## config.mk

```make
export PLATFORM = sky130hd
export DESIGN_NAME = geo_pip_ctrl
export DESIGN_NICKNAME = d
export VERILOG_FILES = /design/src/hw/rtl/geo_point_in_polygon_defines.svh /design/src/hw/rtl/geo_pip_pkg.sv /design/src/hw/rtl/geo_pip_ctrl.sv
export SDC_FILE = /design/constraint.sdc
export NUM_CORES = 1
export LEC_CHECK = 0
export BUFFER_PORTS_ARGS = -buffer_cell sky130_fd_sc_hd__buf_2
export CAP_MARGIN = 40
export CORE_MARGIN = 5
export CORE_UTILIZATION = 29
export CTS_CLUSTER_DIAMETER = 120
export CTS_CLUSTER_SIZE = 14
export DETAILED_ROUTE_END_ITERATION = 10
export PLACE_DENSITY = 0.59
export SLEW_MARGIN = 25
export SYNTH_ARGS = -nofsm -noshare
export SYNTH_HDL_FRONTEND = slang
export SYNTH_SLANG_ARGS = --single-unit
```

## constraint.sdc

```tcl
create_clock -name clk -period 2.3 [get_ports clk]
set_input_delay 0.23 -clock clk [delete_from_list [all_inputs] [get_ports clk]]
set_output_delay 0.23 -clock clk [all_outputs]
set_load 0.05 [all_outputs]
```

## src/hw/rtl/geo_point_in_polygon_defines.svh

```systemverilog
// Assertion macros for the point-in-polygon block.
// Used by the top level only; no other dependencies.
`ifndef GEO_POINT_IN_POLYGON_DEFINES_SVH
`define GEO_POINT_IN_POLYGON_DEFINES_SVH

`ifndef SYNTHESIS
`define GEO_PIP_ASSERT_NOW(lbl, ante, cons) \
  lbl: assert property (@(posedge clk) disable iff (!rst_n) (ante) |-> (cons)) \
    else $error("geo_pip assertion failed");
`define GEO_PIP_ASSERT_NXT(lbl, ante, cons) \
  lbl: assert property (@(posedge clk) disable iff (!rst_n) (ante) |=> (cons)) \
    else $error("geo_pip assertion failed");
`else
`define GEO_PIP_ASSERT_NOW(lbl, ante, cons)
`define GEO_PIP_ASSERT_NXT(lbl, ante, cons)
`endif

`endif

```

## src/hw/rtl/geo_pip_pkg.sv

```systemverilog
// Shared types, constants and a helper function of the point-in-polygon block.
// No dependencies.
package geo_pip_pkg;

  localparam int MAX_VERTICES  = 64;
  localparam int FRACTION_BITS = 16;
  localparam int MIN_SIDES     = 3;

  localparam int LAT_W  = 24;
  localparam int LON_W  = 25;
  localparam int IDX_W  = $clog2(MAX_VERTICES);
  localparam int CNT_W  = $clog2(MAX_VERTICES + 1);
  localparam int DIFF_W = LON_W + 2;
  localparam int DLAT_W = LAT_W + 1;
  localparam int PROD_W = DIFF_W + DLAT_W;

  localparam logic signed [DIFF_W-1:0] DEG180 = DIFF_W'(180 * (2 ** FRACTION_BITS));
  localparam logic signed [DIFF_W-1:0] DEG360 = DIFF_W'(360 * (2 ** FRACTION_BITS));

  typedef enum logic [1:0] {
    OP_CLEAR = 2'd0,
    OP_ADD   = 2'd1,
    OP_QUERY = 2'd2
  } opcode_t;

  typedef enum logic [1:0] {
    ST_OK   = 2'd0,
    ST_FULL = 2'd1,
    ST_FEW  = 2'd2
  } status_t;

  typedef struct packed {
    logic signed [LAT_W-1:0] lat;
    logic signed [LON_W-1:0] lon;
  } vtx_t;

  typedef struct packed {
    logic             wr;
    logic             clr;
    logic             cap_pt;
    logic             rd_en;
    logic [IDX_W-1:0] rd_addr;
    logic             edge_rd;
    logic             cap_first;
    logic             cap_sides;
    logic             cap_prev;
    logic             odd_clr;
    logic             res_ld;
    status_t          res_status;
    logic             res_use_odd;
  } cmd_t;

  typedef struct packed {
    logic [CNT_W-1:0] total;
    logic [CNT_W-1:0] sides;
    logic             full;
    logic             busy;
  } sts_t;

  function automatic logic signed [DIFF_W-1:0] wrap_diff(
    input logic signed [LON_W-1:0] a,
    input logic signed [LON_W-1:0] b
  );
    logic signed [DIFF_W-1:0] s;
    s = DIFF_W'(a) - DIFF_W'(b);
    if (s < -DEG180) begin
      s = s + DEG360;
    end else if (s > DEG180) begin
      s = s - DEG360;
    end
    return s;
  endfunction

endpackage

```

## src/hw/rtl/geo_pip_ctrl.sv

```systemverilog
// Controller state machine of the point-in-polygon block.
// Depends on geo_pip_pkg; drives the datapath through cmd_t and reads sts_t.
module geo_pip_ctrl (
  input  logic                clk,
  input  logic                rst_n,
  input  logic                in_valid,
  input  logic [1:0]          in_opcode,
  output logic                in_ready,
  output logic                out_valid,
  input  logic                out_ready,
  input  geo_pip_pkg::sts_t   sts,
  output geo_pip_pkg::cmd_t   cmd
);

  typedef enum logic [7:0] {
    S_IDLE = 8'b0000_0001,
    S_RD0  = 8'b0000_0010,
    S_RDL  = 8'b0000_0100,
    S_SID  = 8'b0000_1000,
    S_CHK  = 8'b0001_0000,
    S_PRV  = 8'b0010_0000,
    S_WALK = 8'b0100_0000,
    S_DRN  = 8'b1000_0000
  } state_t;

  state_t                        state_r, state_nxt;
  logic                          out_vld_r, out_vld_nxt;
  logic [geo_pip_pkg::CNT_W-1:0] cnt_r, cnt_nxt;
  logic [geo_pip_pkg::CNT_W-1:0] last_idx;
  logic [geo_pip_pkg::CNT_W-1:0] prev_idx;
  logic                          accept;

  assign in_ready  = (state_r == S_IDLE) && (!out_vld_r || out_ready);
  assign out_valid = out_vld_r;
  assign accept    = in_valid && in_ready;
  assign last_idx  = sts.total - geo_pip_pkg::CNT_W'(1);
  assign prev_idx  = sts.sides - geo_pip_pkg::CNT_W'(1);

  always_comb begin
    cmd       = '0;
    state_nxt = state_r;
    cnt_nxt   = cnt_r;
    unique case (state_r)
      S_IDLE: begin
        if (accept) begin
          cmd.res_status = geo_pip_pkg::ST_OK;
          unique case (geo_pip_pkg::opcode_t'(in_opcode))
            geo_pip_pkg::OP_CLEAR: begin
              cmd.clr    = 1'b1;
              cmd.res_ld = 1'b1;
            end
            geo_pip_pkg::OP_ADD: begin
              cmd.wr     = 1'b1;
              cmd.res_ld = 1'b1;
              if (sts.full) begin
                cmd.res_status = geo_pip_pkg::ST_FULL;
              end
            end
            geo_pip_pkg::OP_QUERY: begin
              cmd.cap_pt = 1'b1;
              state_nxt  = S_RD0;
            end
            default: begin
              cmd.res_ld = 1'b1;
            end
          endcase
        end
      end
      S_RD0: begin
        if (sts.total < geo_pip_pkg::CNT_W'(geo_pip_pkg::MIN_SIDES)) begin
          cmd.res_ld     = 1'b1;
          cmd.res_status = geo_pip_pkg::ST_FEW;
          state_nxt      = S_IDLE;
        end else begin
          cmd.rd_en   = 1'b1;
          cmd.rd_addr = '0;
          state_nxt   = S_RDL;
        end
      end
      S_RDL: begin
        cmd.cap_first = 1'b1;
        cmd.rd_en     = 1'b1;
        cmd.rd_addr   = last_idx[geo_pip_pkg::IDX_W-1:0];
        state_nxt     = S_SID;
      end
      S_SID: begin
        cmd.cap_sides = 1'b1;
        state_nxt     = S_CHK;
      end
      S_CHK: begin
        if (sts.sides < geo_pip_pkg::CNT_W'(geo_pip_pkg::MIN_SIDES)) begin
          cmd.res_ld     = 1'b1;
          cmd.res_status = geo_pip_pkg::ST_FEW;
          state_nxt      = S_IDLE;
        end else begin
          cmd.rd_en   = 1'b1;
          cmd.rd_addr = prev_idx[geo_pip_pkg::IDX_W-1:0];
          state_nxt   = S_PRV;
        end
      end
      S_PRV: begin
        cmd.cap_prev = 1'b1;
        cmd.odd_clr  = 1'b1;
        cmd.rd_en    = 1'b1;
        cmd.edge_rd  = 1'b1;
        cmd.rd_addr  = '0;
        cnt_nxt      = geo_pip_pkg::CNT_W'(1);
        state_nxt    = S_WALK;
      end
      S_WALK: begin
        if (cnt_r < sts.sides) begin
          cmd.rd_en   = 1'b1;
          cmd.edge_rd = 1'b1;
          cmd.rd_addr = cnt_r[geo_pip_pkg::IDX_W-1:0];
          cnt_nxt     = cnt_r + geo_pip_pkg::CNT_W'(1);
        end else begin
          state_nxt = S_DRN;
        end
      end
      S_DRN: begin
        if (!sts.busy) begin
          cmd.res_ld      = 1'b1;
          cmd.res_use_odd = 1'b1;
          cmd.res_status  = geo_pip_pkg::ST_OK;
          state_nxt       = S_IDLE;
        end
      end
      default: begin
        state_nxt = S_IDLE;
      end
    endcase
  end

  always_comb begin
    priority if (cmd.res_ld) begin
      out_vld_nxt = 1'b1;
    end else if (out_ready) begin
      out_vld_nxt = 1'b0;
    end else begin
      out_vld_nxt = out_vld_r;
    end
  end

  always_ff @(posedge clk) begin
    if (!rst_n) begin
      state_r   <= S_IDLE;
      out_vld_r <= 1'b0;
      cnt_r     <= '0;
    end else begin
      state_r   <= state_nxt;
      out_vld_r <= out_vld_nxt;
      cnt_r     <= cnt_nxt;
    end
  end

endmodule

```

==> out/metrics.csv <==
metric,value,unit
run status,"finished, final reports clean",
Layout Area Growth over Synthesis,47.4,%
cell count after synthesis,172,
Std-Cell Core Area,4690,µm²
number of rows in the core area,25,
number of maximum-capacitance constraint violations,0,
Port Buf Inserts,42,
final setup TNS,0,ns
top-level port count,43,
placer's final routability congestion estimate,0.857,
adder-cell area share of the yosys netlist,8.05,%
main combinational cell family by area after synthesis,simple AND/OR/NAND/NOR gates,
number of storage elements in the synthesis netlist,16,
path type of the worst setup path,reg -> out,
clock net sink count,16,
main flop type after synthesis,dfxtp_1,
fraction of registers with async set/reset,0,%
slowest cell on the critical path,dfxtp_2,
clock tree skew after final layout,0.00797,ns
worst-case vdd ir drop,136,µV
top-count cell post-synth,nor2_1,
number of pins exceeding their max-slew limit in the final report,0,
synthesized netlist net count,203,
synth top area cells,"dfxtp_1 (23%), ha_1 (8.1%), nor2_1 (4.8%)",
fraction of synthesized cell area in xor and xnor cells,5.64,%
number of buffers added to fix hold violations after cts,0,
per-cell via count in the routed design,5.31,
syn_area_per_cell,8.13,µm²
sum of overflow across all layers after global routing,0,
Worst-Margin Slew,0.387,ns
critical path's largest stage delay,0.36,ns
net count of the finished layout,266,
CP Cell Sequence,"ha_4, a211o_1, a2111oi_4, buf_4, a221o_1, buf_6",
headroom to the max-slew limit,74.2,%
number of hold violations in the final report,0,
total wire length,4350,µm
count of flip-flops with a built-in enable after synthesis,0,
Min-Delay Path Class,in -> reg,
number of distinct library cells after synthesis,47,
via count of the first global-routing pass,1473,
top post-synthesis cells by count,"nor2_1 (18), dfxtp_1 (16), inv_1 (14), nand2_1 (12), nand3_1 (10)",
Longest Clk Path Bufs,2,
detail-routed net length per standard cell,15.1,µm
half-perimeter wire length after detailed placement,3440,µm
post-detailed-route count of antenna-violating nets,0,
minimum period implied by the final worst setup slack,2.22,ns
Iter 0 DRT Violations,135,
area share of the largest cell type after synthesis,22.9,%
total CTS buffers,3,
clock insertion delay at the later pin of the skew report,0.25,ns
initial antenna violation count,0,
multiplexer share of the synthesized area,0,%
clock-pin slew of the registers on the worst-case setup and hold paths,0.07,ns
TritonCTS clock tree,done,
cell taking the most area after synthesis,dfxtp_1,
static leakage,0.000942,µW
"Cell Area, Synth",1400,µm²
detailed-routing iteration count for the pre-antenna-repair pass,4,
sequential cell area fraction in the yosys report,22.9,%
chip height,79.5,µm
first-pass GRT wire length,6680,µm
initial core utilization,29.8,%
Highest Clock Rate,0.450,GHz
"post-synthesis share of cell area spent on and, or, nand and nor gates",35.1,%
critical path startpoint category,flip-flop,
unrepaired setup endpoints after global routing,true,
WP data required,2.07,ns
Hold WS,0.326,ns
final-report setup violation count,0,
Total Die Area,6310,µm²
power per unit of standard cell area,344,nW/µm²
largest driver fanout on the critical path,3,
number of filler cells placed in the layout,474,
post-route clock period utilization,96.6,%
aggregate global-route resource usage,13.3,%
data arrival time of the worst path,1.99,ns
area fraction in compound gates after synthesis,22.2,%
clk root buf,clkbuf_8,
number of vias after detailed routing,1528,
final core utilization,43.9,%
kind of capture point of the worst setup path,output port,
pin count of the biggest net entering global routing,11,
Die Width,79.5,µm
number of antenna diodes,0,
drt drc,0,
yosys warns,0,
fraction of layout cells with a size suffix above 1,43.2,%
H-tree levels,1,
==> flip-flops by register name, summed over array words and instances (netlist names) <==
signal	count
state_r	8
cnt_r	7
out_valid	1
==> placed cells by master, fill, tap and decap left out, types with 6 or more instances in the layout <==
master / n
a21oi_1: 6
buf_2: 32
buf_4: 24
buf_6: 6
dfxtp_1: 10
dfxtp_2: 6
inv_1: 14
nand2_1: 12
nand2b_1: 8
nand3_1: 9
nor2_1: 14
xnor2_1: 7
==> worst max-delay path: cells and delay by family (launching register included) <==
kind / cells / cell delay, ns
fa+ha+maj: 1 / 0.19
flops: 1 / 0.36
buf+inv: 2 / 0.35
compound gates: 3 / 0.85
==> cell type report <==
| type | instances | area (µm²) | share of cell area (%) |
|---|---|---|---|
| multi-input cells | 136 | 1140 | 55.3 |
| repair buffers | 63 | 415 | 20.1 |
| flip-flops and latches | 16 | 328 | 15.9 |
| well taps | 54 | 67.6 | 3.28 |
| inverters | 15 | 56.3 | 2.73 |
| clock buffers | 4 | 55.1 | 2.67 |
==> power by group <==
part / switching (µW) / internal (µW) / leakage [µW]
registers: 4.46 / 280 / 0.000132
clock network: 104 / 152 / 0.0000288
logic: 100 / 68.9 / 0.000780
total: 208 / 501 / 0.000942
==> metrics by stage <==
step	instances	area, µm²	total power, µW	worst slack, ns
3_3_place_gp	281	1810	444	0.103
4_1_cts	288	1940	706	-0.00887
2_1_floorplan	172	1430	390	-0.136
5_1_grt	288	2060	746	-0.0233
6_report	288	2060	709	0.0773
3_5_place_dp	281	1810	446	0.0521
==> cell families after synthesis <==
group / after synthesis
compound gates: 35
xor+xnor: 9
fa+ha+maj: 9
buf+inv: 20
flops: 16
simple gates: 83
==> metal layers <==
layer	vias to the layer above	share of wire, %	routed length, µm	global-route usage, %
li1	763	-	-	-
met1	701	43	1860	15.5
met2	54	50	2160	24.1
met3	10	5.7	248	2.14
met4	0	2.0	89	4.81
met5	-	0	0	0
==> repair_timing <==
action | 4_1_cts | 5_1_grt
pin swaps | 1 | 9
resized for setup | 13 | 28
setup endpoints to repair | 12 | 13
buffers inserted | 3 | 0
==> worst paths after layout <==
path	start	end	slack, ns	cells after the start
setup / recovery	cnt_r[1]	cmd[13]	0.08	6
hold / removal	rst_n	out_valid	0.33	2
setup reg to reg	cnt_r[1]	cnt_r[5]	0.42	7
hold reg to reg	cnt_r[6]	cnt_r[6]	0.53	1
Note: power is estimated with default switching activity, not from simulation.
